$ cat src/rtl/core/sutc_pkg.sv
// ----------------------------------------------------------------------------
// Shutter up/down timeout control: package
// Word types, action codes, register indexes and reset constants.
// ----------------------------------------------------------------------------
`default_nettype none

package sutc_pkg;

  // Number of shutter channels supported by the register map.
  localparam int unsigned MaxChannels = 5;
  localparam int unsigned ChanW       = 3;
  localparam int unsigned TimeW       = 32;
  localparam int unsigned CfgIdxW     = 3;

  // Timeout values after reset, in milliseconds.
  localparam logic [TimeW-1:0] TIMEOUT_RST_CH0   = 32'd10000;
  localparam logic [TimeW-1:0] TIMEOUT_RST_OTHER = 32'd20000;

  // Configuration register indexes.
  localparam logic [CfgIdxW-1:0] CFG_TIMEOUT_CH0       = 3'd0;
  localparam logic [CfgIdxW-1:0] CFG_BUTTON_ACTIVE_LOW = 3'd5;
  localparam logic [CfgIdxW-1:0] CFG_RELAY_ACTIVE_LOW  = 3'd6;

  // Per-channel action.
  typedef enum logic [1:0] {
    ACT_IDLE = 2'd0,
    ACT_UP   = 2'd1,
    ACT_DOWN = 2'd2
  } action_e;

  // One poll of one channel.
  typedef struct packed {
    logic [ChanW-1:0] shutter;
    logic             down_level;
    logic             up_level;
    logic [TimeW-1:0] now_ms;
  } poll_t;

  // Relay drive result of one poll.
  typedef struct packed {
    logic [ChanW-1:0] shutter_out;
    logic             relay_one_level;
    logic             relay_two_level;
    logic [1:0]       motion;
    logic             relay_changed;
  } result_t;

  // Reset timeout of a channel.
  function automatic logic [TimeW-1:0] timeout_reset(input int unsigned ch);
    return (ch == 0) ? TIMEOUT_RST_CH0 : TIMEOUT_RST_OTHER;
  endfunction

endpackage

`default_nettype wire

$ cat src/rtl/core/shutter_updown_timeout_control.sv
// Flow: a poll word accepted into the input register passes to the result register
// when that is free. Throughput: one poll word per cycle while the result side does
// not stall; the per-channel state is read and written back as the word moves
// from the input register to the result register, so the next poll of the same channel sees it.
// Reset: every channel idle with both buttons released, timeouts 10000 ms for
// channel zero and 20000 ms for the rest, buttons and relays active low.
// ----------------------------------------------------------------------------
// Shutter up/down timeout control
// Edge-triggered up/down shutter control with a per-channel run-time limit.
// ----------------------------------------------------------------------------
`default_nettype none

module shutter_updown_timeout_control #(
  parameter int unsigned CHANNELS = sutc_pkg::MaxChannels
) (
  input  wire                             clk_i,
  input  wire                             rst_ni,
  // Poll channel
  input  wire                             in_valid_i,
  output logic                            in_ready_o,
  input  wire sutc_pkg::poll_t            in_data_i,
  // Result channel
  output logic                            out_valid_o,
  input  wire                             out_ready_i,
  output sutc_pkg::result_t               out_data_o,
  // Configuration write channel
  input  wire                             cfg_valid_i,
  output logic                            cfg_ready_o,
  input  wire [sutc_pkg::CfgIdxW-1:0]     cfg_index_i,
  input  wire [sutc_pkg::TimeW-1:0]       cfg_data_i
);

  localparam int unsigned IdxW = (CHANNELS > 1) ? $clog2(CHANNELS) : 1;

  // Configuration registers.
  logic [sutc_pkg::TimeW-1:0] timeout_q [CHANNELS];
  logic                       btn_al_q;
  logic                       relay_al_q;

  // Per-channel state.
  sutc_pkg::action_e          action_q   [CHANNELS];
  logic [sutc_pkg::TimeW-1:0] start_q    [CHANNELS];
  logic                       down_was_q [CHANNELS];
  logic                       up_was_q   [CHANNELS];

  // Input register and result register.
  sutc_pkg::poll_t   in_q;
  logic              in_valid_q;
  sutc_pkg::result_t out_q, out_d;
  logic              out_valid_q;

  logic              advance;
  logic              in_accept;
  logic              in_range;
  logic [IdxW-1:0]   ch;

  // Combinational per-poll values.
  logic                       down_pressed, up_pressed;
  logic                       down_edge, up_edge;
  sutc_pkg::action_e          act0, act1, act2, act3;
  logic [sutc_pkg::TimeW-1:0] st0, st1, st2;
  logic [sutc_pkg::TimeW-1:0] elapsed;
  logic                       timed_out;
  logic                       changed;

  // Handshake: the input register drains whenever the result register is free.
  assign advance     = in_valid_q && (!out_valid_q || out_ready_i);
  assign in_ready_o  = !in_valid_q || advance;
  assign in_accept   = in_valid_i && in_ready_o;
  assign cfg_ready_o = 1'b1;
  assign out_valid_o = out_valid_q;
  assign out_data_o  = out_q;

  assign in_range = (in_q.shutter < sutc_pkg::ChanW'(CHANNELS));
  assign ch       = in_q.shutter[IdxW-1:0];

  // Button edges, action update and timeout check for the polled channel.
  always_comb begin
    down_pressed = in_q.down_level ^ btn_al_q;
    up_pressed   = in_q.up_level ^ btn_al_q;
    down_edge    = down_pressed && !down_was_q[ch];
    up_edge      = up_pressed && !up_was_q[ch];
    act0         = action_q[ch];
    st0          = start_q[ch];

    act1 = act0;
    st1  = st0;
    if (down_edge) begin
      if (act0 == sutc_pkg::ACT_IDLE) begin
        act1 = sutc_pkg::ACT_DOWN;
        st1  = in_q.now_ms;
      end else begin
        act1 = sutc_pkg::ACT_IDLE;
      end
    end

    act2 = act1;
    st2  = st1;
    if (up_edge) begin
      if (act1 == sutc_pkg::ACT_IDLE) begin
        act2 = sutc_pkg::ACT_UP;
        st2  = in_q.now_ms;
      end else begin
        act2 = sutc_pkg::ACT_IDLE;
      end
    end

    // Elapsed time wraps modulo two to the 32.
    elapsed   = in_q.now_ms - st2;
    timed_out = (act2 != sutc_pkg::ACT_IDLE) && (elapsed >= timeout_q[ch]);
    act3      = timed_out ? sutc_pkg::ACT_IDLE : act2;
    changed   = down_edge || up_edge || timed_out;
  end

  // Result word.
  always_comb begin
    out_d.shutter_out     = in_q.shutter;
    out_d.motion          = 2'(sutc_pkg::ACT_IDLE);
    out_d.relay_changed   = 1'b0;
    if (in_range) begin
      out_d.motion        = 2'(act3);
      out_d.relay_changed = changed;
    end
    out_d.relay_one_level = (out_d.motion == 2'(sutc_pkg::ACT_UP)) ? !relay_al_q : relay_al_q;
    out_d.relay_two_level = (out_d.motion == 2'(sutc_pkg::ACT_DOWN)) ? !relay_al_q : relay_al_q;
  end

  // Input register.
  always_ff @(posedge clk_i or negedge rst_ni) begin
    if (!rst_ni) begin
      in_valid_q <= 1'b0;
    end else if (in_ready_o) begin
      in_valid_q <= in_valid_i;
    end
  end

  always_ff @(posedge clk_i) begin
    if (in_accept) begin
      in_q <= in_data_i;
    end
  end

  // Result register.
  always_ff @(posedge clk_i or negedge rst_ni) begin
    if (!rst_ni) begin
      out_valid_q <= 1'b0;
    end else if (!out_valid_q || out_ready_i) begin
      out_valid_q <= in_valid_q;
    end
  end

  always_ff @(posedge clk_i) begin
    if (advance) begin
      out_q <= out_d;
    end
  end

  // Per-channel state, written back as the word moves to the result register.
  always_ff @(posedge clk_i or negedge rst_ni) begin
    if (!rst_ni) begin
      for (int i = 0; i < CHANNELS; i++) begin
        action_q[i]   <= sutc_pkg::ACT_IDLE;
        start_q[i]    <= '0;
        down_was_q[i] <= 1'b0;
        up_was_q[i]   <= 1'b0;
      end
    end else if (advance && in_range) begin
      action_q[ch]   <= act3;
      start_q[ch]    <= st2;
      down_was_q[ch] <= down_pressed;
      up_was_q[ch]   <= up_pressed;
    end
  end

  // Configuration registers.
  always_ff @(posedge clk_i or negedge rst_ni) begin
    if (!rst_ni) begin
      for (int i = 0; i < CHANNELS; i++) begin
        timeout_q[i] <= sutc_pkg::timeout_reset(i);
      end
      btn_al_q   <= 1'b1;
      relay_al_q <= 1'b1;
    end else if (cfg_valid_i) begin
      for (int i = 0; i < CHANNELS; i++) begin
        if (cfg_index_i == sutc_pkg::CFG_TIMEOUT_CH0 + sutc_pkg::CfgIdxW'(i)) begin
          timeout_q[i] <= cfg_data_i;
        end
      end
      if (cfg_index_i == sutc_pkg::CFG_BUTTON_ACTIVE_LOW) begin
        btn_al_q <= cfg_data_i[0];
      end
      if (cfg_index_i == sutc_pkg::CFG_RELAY_ACTIVE_LOW) begin
        relay_al_q <= cfg_data_i[0];
      end
    end
  end

endmodule

`default_nettype wire

$ cat config.mk
export PLATFORM = sky130hd
export DESIGN_NAME = shutter_updown_timeout_control
export DESIGN_NICKNAME = d
export VERILOG_FILES = /design/src/rtl/core/sutc_pkg.sv /design/src/rtl/core/shutter_updown_timeout_control.sv
export SDC_FILE = /design/constraint.sdc
export NUM_CORES = 1
export LEC_CHECK = 0
export ABC_AREA = 0
export ABC_CLOCK_PERIOD_IN_PS = 5500
export BUFFER_PORTS_ARGS = -buffer_cell sky130_fd_sc_hd__buf_2
export CELL_PAD_IN_SITES_DETAIL_PLACEMENT = 0
export CELL_PAD_IN_SITES_GLOBAL_PLACEMENT = 2
export CORE_MARGIN = 2
export CORE_UTILIZATION = 39
export CTS_BUF_LIST = sky130_fd_sc_hd__clkbuf_8
export DETAILED_ROUTE_END_ITERATION = 10
export HOLD_SLACK_MARGIN = 0.12
export PLACE_DENSITY_LB_ADDON = 0.2
export SLEW_MARGIN = 15
export SYNTH_ARGS = -nofsm -noshare
export SYNTH_HDL_FRONTEND = slang
export SYNTH_SLANG_ARGS = --single-unit
$ cat constraint.sdc
create_clock -name clk_i -period 5.5 [get_ports clk_i]
set_input_delay 0 -clock clk_i [delete_from_list [all_inputs] [get_ports clk_i]]
set_output_delay 0 -clock clk_i [all_outputs]
set_load 0.005 [all_outputs]
==> impl_summary.log, run 1 <==
INFO  metric grtUsageMet1 = 31.1%
INFO  metric cts-root-to-sink-buffers = 3
INFO  metric ys_dominant_reg_cell = sky130_fd_sc_hd__dfrtp_1
INFO  metric detail_route.wl_per_cell = 20.1 um
INFO  metric post_route_cell_area = 24800 sq um
INFO  metric cts_tree = done
INFO  metric fmax = 178 MHz
INFO  metric floorplan.die.height = 225 um
INFO  metric antenna-diode-count = 0
INFO  metric fp_rows = 81
INFO  metric drt_iter0_markers = 990
INFO  metric gr-usage-all-layers = 22.7%
INFO  metric synth-async-reset-ratio = 88.4%
INFO  metric seq_area_frac_synth = 52.4%
INFO  metric netlist_top_cells_area = sky130_fd_sc_hd__dfrtp_1 42%, sky130_fd_sc_hd__mux2_2 9.9%, sky130_fd_sc_hd__edfxtp_1 7.1%
INFO  metric areaGrowthSynthToFinish = 29.9%
INFO  metric report.final.slew_viol_count = 0
INFO  metric period_share = 102%
INFO  metric clkSlewWorstSetupHoldPaths = 60 ps
INFO  metric floorplan.die.width = 225 um
INFO  metric critPathKind = reg2reg
INFO  metric detail_route.wirelength = 56300 um
INFO  metric most_congested_layer_reported_by_global_routing = met2
INFO  metric worstHoldPathType = in2reg
INFO  metric drv.max_cap_violation_count = 0
INFO  metric cp_data_required_time = 5890 ps
INFO  metric cell_count_final_fillers_out = 2802
INFO  metric setup.worst_path.start_class = register
INFO  metric cellLeakagePower = 10.9 nW
INFO  metric timing.slew.headroom = 30.5%
INFO  metric drive_above_1_share = 33.1%
INFO  metric cts-htree-levels = 3
INFO  metric number_of_buffers_created_by_cts = 71
INFO  metric synth_largest_type_area_fraction = 41.6%
INFO  metric gpl.final_weighted_congestion = 0.824
INFO  metric critical_path.endpoint_type = register
INFO  metric drt-vias-per-instance = 5.26
INFO  metric vias = 14751
INFO  metric globalRoute.totalOverflow = 0
INFO  metric synth_area = 19100 sq um
INFO  metric floorplan.die_area = 50700 sq um
INFO  metric worst_path_max_delay_cell = sky130_fd_sc_hd__or4_4
INFO  metric initial_drt_pass_iterations = 5
INFO  metric grt_pass1_vias = 15174
INFO  metric crit_path_max_incr_delay = 570 ps
INFO  metric synth-edff-count = 45
INFO  metric clock-root-buffer = sky130_fd_sc_hd__clkbuf_8
INFO  metric maximum_number_of_pins_on_one_net_before_global_route_repair = 176
INFO  metric setup_slack = -116 ps
INFO  metric timing.critical_path.fanout_max = 7
INFO  metric finalWorstPathRequiredPeriod = 5620 ps
INFO  metric finalNetCount = 2268
INFO  metric cp.buffers_inverters = 5
INFO  metric synth_cell_type_count = 65
INFO  metric met2_usage = 37.2%
INFO  metric post-synth-top-area-cell = sky130_fd_sc_hd__dfrtp_1
INFO  metric critical-path-top-delay-family = compound AO/OA/AOI/OAI gates
INFO  metric synthesis.yosys.warnings = 0
INFO  metric grt_setup_unrepaired = yes
INFO  metric cell_count_after_placement = 2525
INFO  metric power-per-cell-area = 470 nW/um^2
INFO  metric setup_total_negative_slack = -655 ps
INFO  metric failed_checks = negative setup slack
INFO  metric n_fill_cell = 4423
INFO  metric worstMarginPinSlew = 1040 ps
INFO  metric dpl-instance-area = 21500 sq um
INFO  metric drc_errors = 0
INFO  metric synth_nets = 1867
INFO  metric hpwlAfterDp = 37000 um
INFO  metric status = finished with violations
INFO  metric clk_latency = 640 ps
INFO  metric placeableCoreArea = 48600 sq um
INFO  metric synth.avg_cell_area = 11.1 sq um
INFO  metric max-vdd-ir-drop = 222 uV
INFO  metric floorplan.initialDensity = 39.2%
INFO  metric clock-sinks = 389
INFO  metric port_buffers = 86
INFO  metric final-hold-violation-count = 0
INFO  metric clock_skew = 16.1 ps
INFO  metric arrival = 6010 ps
INFO  metric grt_antenna_before_repair = 2
INFO  metric report.final.setup_viol = 12
INFO  metric grt.met3_usage = 3.46%
INFO  metric hold_slack = 177 ps
INFO  metric antenna_left = 0
INFO  metric ffs_latches_synth = 389
INFO  metric layout.cells.most_common = sky130_fd_sc_hd__dfrtp_1
INFO  metric floorplan.io_pins = 88
INFO  metric fin_util = 51.0%
INFO  metric layout.cells.most_common_list = 317 x sky130_fd_sc_hd__dfrtp_1, 228 x sky130_fd_sc_hd__nand2_1, 212 x sky130_fd_sc_hd__buf_4
INFO  metric wire_length_of_the_first_global_routing_pass = 88100 um
INFO  metric synthesis.instances = 1725
## synth_stat cells (16+ instances only)
library cell / instances
sky130_fd_sc_hd__inv_1: 16
sky130_fd_sc_hd__dfstp_2: 27
sky130_fd_sc_hd__clkbuf_1: 85
sky130_fd_sc_hd__xnor2_1: 19
sky130_fd_sc_hd__nor2_1: 73
sky130_fd_sc_hd__o21ai_1: 83
sky130_fd_sc_hd__a21o_1: 17
sky130_fd_sc_hd__a21oi_1: 76
sky130_fd_sc_hd__dfrtp_1: 317
sky130_fd_sc_hd__a221oi_1: 32
sky130_fd_sc_hd__o21ai_0: 142
sky130_fd_sc_hd__a21oi_2: 20
sky130_fd_sc_hd__ha_1: 64
sky130_fd_sc_hd__edfxtp_1: 45
sky130_fd_sc_hd__nand2_1: 234
sky130_fd_sc_hd__a22oi_1: 24
sky130_fd_sc_hd__mux2i_1: 69
sky130_fd_sc_hd__mux2_2: 168
## layer usage
layer / part of all wire, % / vias up
met3: 3.7 / 55
met5: 0.023 / -
li1: - / 7104
met4: 1.7 / 2
met2: 48 / 268
met1: 46 / 7322
## final timing paths
| check | startpoint | endpoint | slack (ps) | cells past startpoint |
|---|---|---|---|---|
| worst min register to register | in_valid_q | out_valid_o | 470 | 1 |
| worst max-delay path | ch[0] | out_data_o[3] | -120 | 26 |
| worst max register to register | ch[0] | out_data_o[3] | -120 | 26 |
| max in group asynchronous | rst_ni | timeout_q[92] | 3980 | 4 |
| worst min-delay path | cfg_data_i[18] | timeout_q[114] | 180 | 3 |
| min in group asynchronous | rst_ni | start_q[141] | 570 | 4 |
## report_power, final
group	switching (mW)	internal, mW	total, mW
Clock	1.19	1.56	2.75
Sequential	0.432	3.78	4.21
Combinational	2.36	2.33	4.69
Total	3.99	7.66	11.6
## cell families after synthesis
logic type | count (synthesis) | synth area share [%]
simple gates | 391 | 8.85
other cells | 1 | 0.0197
buf+inv | 125 | 2.69
fa+ha+maj | 66 | 4.36
xor+xnor | 31 | 1.42
flops | 389 | 52.4
mux | 255 | 15.2
compound gates | 467 | 15.0
## state kept, by name, indices dropped and copies added, names as in the netlist
name / count
btn_al_q: 1
up_was_q: 5
ch: 3
relay_al_q: 1
in_valid_q: 1
in_q: 34
timeout_q: 160
action_q: 10
down_was_q: 5
start_q: 160
out_valid_o: 1
out_data_o: 8
## per-stage QoR
| step | setup slack, ps | power (mW) |
|---|---|---|
| 2_1_floorplan | 39.1 | 6.76 |
| 3_5_place_dp | -240 | 8.44 |
| 5_1_grt | -406 | 12.5 |
| 3_3_place_gp | -161 | 8.33 |
| 6_report | -116 | 11.6 |
| 4_1_cts | 0.547 | 11.5 |
## area by class of cell
class	instances	area, sq um	area share (%)
Clock buffer	90	1240	5.00
Multi-Input combinational cell	1211	8990	36.3
Sequential cell	389	9990	40.3
Timing Repair Buffer	436	3510	14.2
Inverter	17	68.8	0.278
Tap cell	622	778	3.14
Clock inverter	37	201	0.813
## worst reg2reg max path: stages, from the launching register on
cell                       delay (ps)
sky130_fd_sc_hd__edfxtp_1         440
sky130_fd_sc_hd__buf_6            170
sky130_fd_sc_hd__and3b_2          240
sky130_fd_sc_hd__a32o_2           250
sky130_fd_sc_hd__a211oi_2         270
sky130_fd_sc_hd__maj3_4           280
sky130_fd_sc_hd__buf_12           140
sky130_fd_sc_hd__buf_6            110
sky130_fd_sc_hd__a21oi_4           50
sky130_fd_sc_hd__inv_2             70
sky130_fd_sc_hd__ha_4             140
sky130_fd_sc_hd__inv_2             40
sky130_fd_sc_hd__fa_2             350
sky130_fd_sc_hd__a21o_1           210
sky130_fd_sc_hd__a221oi_2         290
sky130_fd_sc_hd__or3_4            200
sky130_fd_sc_hd__nand2_4           50
sky130_fd_sc_hd__a31oi_4          170
sky130_fd_sc_hd__nor3_2            50
sky130_fd_sc_hd__a311o_1          330
sky130_fd_sc_hd__ha_1             280
sky130_fd_sc_hd__nand4_1          150
sky130_fd_sc_hd__or4_4            570
sky130_fd_sc_hd__a21oi_4          210
sky130_fd_sc_hd__nor2_4           100
sky130_fd_sc_hd__nand4_1          130
sky130_fd_sc_hd__xnor2_1           80
## what timing repair did
action / CTS / global route
gates cloned: 0 / 1
pin swaps: 39 / 31
endpoints found under the hold margin: 399 / 0
hold buffers: 119 / 0
setup endpoints to repair: 15 / 15
setup buffers: 21 / 10
gates resized for setup: 39 / 42
Note: power is estimated with default switching activity, not from simulation.
==> run 2: changes to the inputs <==
--- a/config.mk
+++ b/config.mk
@@ -16,6 +16,7 @@
 export DETAILED_ROUTE_END_ITERATION = 10
 export HOLD_SLACK_MARGIN = 0.12
 export PLACE_DENSITY_LB_ADDON = 0.2
+export RECOVER_POWER = 100
 export SLEW_MARGIN = 15
 export SYNTH_ARGS = -nofsm -noshare
 export SYNTH_HDL_FRONTEND = slang
==> run 2 against run 1 <==
Compared with the run above:
- the flow finishes with violations (max-capacitance violations, max-slew violations, negative setup slack)
- sequential power barely moved
- cell area decreased by 0.60%
- setup slack worse by 0.84 ps
- count of clock-buffer cells in the layout did not move
- die area unchanged
- maximum frequency hardly changed
- via count hardly changed
- critical path depth unchanged
- clock skew up 1.7 ps
- core utilization is 0.31 points lower
- largest power group unchanged
==> impl_summary.log, run 2 (synthesized netlist as in run 1, its figures left out) <==
INFO  metric status = finished with violations
INFO  metric failed_checks = max-capacitance violations, max-slew violations, negative setup slack
INFO  metric worstHoldPathType = in2reg
INFO  metric internal_power = 7.64 mW (-0.24%)
INFO  metric critical_path.endpoint_type = register
INFO  metric period_share = 102% (about the same)
INFO  metric initial_drt_pass_iterations = 5 (unchanged)
INFO  metric fmax = 178 MHz (about the same)
INFO  metric power.clock.fraction = 23.7% (about the same)
INFO  metric combinational_power_share = 40.0% (-0.2 points)
INFO  metric fin_util = 50.7% (-0.31 points)
INFO  metric pre_cts_ws = -240 ps (unchanged)
INFO  metric setup.worst_path.start_class = register
INFO  metric report.final.slew_viol_count = 842 (+842)
INFO  metric grt.met3_usage = 3.46% (unchanged)
INFO  metric hold_path_startpoint = cfg_data_i[18]
INFO  metric power-per-cell-area = 471 nW/um^2 (+0.27%)
INFO  metric cell_count_final_fillers_out = 2802 (unchanged)
INFO  metric number_of_buffers_created_by_cts = 71 (unchanged)
INFO  metric placeableCoreArea = 48600 sq um (unchanged)
INFO  metric floorplan.die.width = 225 um (unchanged)
INFO  metric cp.buffers_inverters = 5 (unchanged)
INFO  metric final-hold-violation-count = 0 (unchanged)
INFO  metric critical-path-top-delay-family = compound AO/OA/AOI/OAI gates
INFO  metric floorplan.io_pins = 88 (unchanged)
INFO  metric gr-usage-all-layers = 22.7% (unchanged)
INFO  metric clock-sinks = 389 (unchanged)
INFO  metric hold_slack = 177 ps (+0.431 ps)
INFO  metric areaGrowthSynthToFinish = 29.2%
INFO  metric report.final.setup_viol = 13 (+1)
INFO  metric hold-path-cell-count = 3 (unchanged)
INFO  metric timing.hold.worst_endpoint = timeout_q[114]
INFO  metric max-vdd-ir-drop = 223 uV (+0.52%)
INFO  metric met2_usage = 37.2% (unchanged)
INFO  metric drt_iter0_markers = 973 (-1.7%)
INFO  metric cellLeakagePower = 10.8 nW (-0.98%)
INFO  metric maximum_number_of_pins_on_one_net_before_global_route_repair = 176 (unchanged)
INFO  metric clk_latency = 640 ps (about the same)
INFO  metric timing.rr.end = out_data_o[3]
INFO  metric startpoint_of_the_worst_slack_reg_to_reg_timing_path = ch[0]
INFO  metric cts-root-to-sink-buffers = 3 (unchanged)
INFO  metric layout.cells.most_common_list = 317 x sky130_fd_sc_hd__dfrtp_1, 231 x sky130_fd_sc_hd__nand2_1, 211 x sky130_fd_sc_hd__o21ai_0
INFO  metric grt_setup_unrepaired = yes
INFO  metric n_fill_cell = 4454 (+0.70%)
INFO  metric drv.max_cap_violation_count = 17 (+17)
INFO  metric vias = 14760 (+0.061%)
INFO  metric detail_route.wirelength = 56300 um (about the same)
INFO  metric cts-htree-levels = 3 (unchanged)
INFO  metric detail_route.wl_per_cell = 20.1 um (about the same)
INFO  metric antenna-diode-count = 0 (unchanged)
INFO  metric top_regs = start_q x160, timeout_q x160, in_q x34
INFO  metric critPathKind = reg2reg
INFO  metric clock_skew = 17.9 ps (+1.71 ps)
INFO  metric floorplan.die.height = 225 um (unchanged)
INFO  metric worst_path_max_delay_cell = sky130_fd_sc_hd__or4_4
INFO  metric grt_antenna_before_repair = 2 (unchanged)
INFO  metric clock-root-buffer = sky130_fd_sc_hd__clkbuf_8
INFO  metric switching_share = 34.2% (-0.058 points)
INFO  metric hpwlAfterDp = 37000 um (unchanged)
INFO  metric fp_rows = 81 (unchanged)
INFO  metric cts_tree = done
INFO  metric regToRegSetupSlack = -120 ps (about the same)
INFO  metric antenna_left = 0 (unchanged)
INFO  metric grtUsageMet1 = 31.1% (unchanged)
INFO  metric clkSlewWorstSetupHoldPaths = 60 ps (about the same)
INFO  metric floorplan.die_area = 50700 sq um (unchanged)
INFO  metric layout.cells.most_common = sky130_fd_sc_hd__dfrtp_1
INFO  metric timing.slew.headroom = -164% (-190 points)
INFO  metric drive_above_1_share = 31.2% (-1.9 points)
INFO  metric port_buffers = 86 (unchanged)
INFO  metric worstRegToRegCells = 26 (unchanged)
INFO  metric finalNetCount = 2268 (unchanged)
INFO  metric crit_path_max_incr_delay = 560 ps (about the same)
INFO  metric finalWorstPathRequiredPeriod = 5620 ps (+0.843 ps)
INFO  metric timing.critical_path.fanout_max = 7 (unchanged)
INFO  metric gpl.final_weighted_congestion = 0.824 (unchanged)
INFO  metric cell_count_after_placement = 2525 (unchanged)
INFO  metric globalRoute.totalOverflow = 0 (unchanged)
INFO  metric netSwitchingPower = 3.97 mW (-0.50%)
INFO  metric drt-vias-per-instance = 5.27 (about the same)
INFO  metric most_congested_layer_reported_by_global_routing = met2
INFO  metric cp_data_required_time = 5890 ps (about the same)
INFO  metric power.sequential.fraction = 36.3% (about the same)
INFO  metric drc_errors = 0 (unchanged)
INFO  metric worstMarginPinSlew = 3960 ps (+2920 ps)
INFO  metric wire_length_of_the_first_global_routing_pass = 88100 um (unchanged)
INFO  metric setup_slack = -116 ps (-0.843 ps)
INFO  metric floorplan.initialDensity = 39.2% (unchanged)
INFO  metric grt_pass1_vias = 15174 (unchanged)
INFO  metric arrival = 6010 ps (about the same)
[run 2: power groups by stage]
stage	Combinational, mW	Clock (mW)	Sequential [mW]
floorplan	2.64	0	4.13
global placement	4.11	0	4.21
detailed placement	4.18	0	4.25
CTS	4.50	2.84	4.21
global route	5.20	2.96	4.32
finish	4.64	2.75	4.22
[run 2: what timing repair did]
action | 4_1_cts | 5_1_grt
cloned | 0 | 1
setup endpoints to repair | 15 | 15
hold buffers | 119 | 0
buffers inserted | 21 | 10
pin swaps | 39 | 31
endpoints found under the hold margin | 399 | 0
resized for setup | 39 | 42
[run 2: per-layer routing]
metal | vias to the layer above | wire length, um
li1 | 7078 | -
met1 | 7351 | 26100
met2 | 274 | 26900
met3 | 55 | 2320
met4 | 2 | 954
met5 | - | 13
[run 2: how the worst max path moves through the flow]
stage               slack [ps]  cells past startpoint            end  start
global placement          -160                     25    action_q[8]  ch[2]
detailed placement        -240                     24  out_data_o[4]  ch[1]
CTS                        0.5                     25  out_data_o[2]  ch[1]
global route              -410                     25  out_data_o[3]  ch[0]
floorplan                   40                     23  out_data_o[4]  ch[1]
finish                    -120                     26  out_data_o[3]  ch[0]
[run 2: worst register-to-register path, delay by kind of cell (launching register included)]
family | cells | cell delay, ps
AND/OR/NAND/NOR | 8 | 1480
adder cells (fa/ha/maj) | 4 | 1050
XOR/XNOR | 1 | 80
flip-flops | 1 | 440
buffers and inverters | 5 | 530
AO/OA/AOI/OAI | 8 | 1800
[run 2: cell type report]
| class | count | area (sq um) | share of cell area [%] |
|---|---|---|---|
| clock inverters | 37 | 201 | 0.818 |
| repair buffers | 436 | 3400 | 13.8 |
| well taps | 622 | 778 | 3.16 |
| clock buffers | 90 | 1240 | 5.03 |
| multi-input cells | 1211 | 8960 | 36.4 |
| inverters | 17 | 68.8 | 0.279 |
| flip-flops and latches | 389 | 9990 | 40.6 |
[run 2: metrics by stage]
step	instance area (sq um)	TNS, ps	power, mW
floorplan	19100	0	6.76
global placement	21500	-1430	8.33
detailed placement	21500	-2260	8.44
global route	24600	-6030	12.5
finish	24600	-811	11.6
CTS	24500	0	11.5
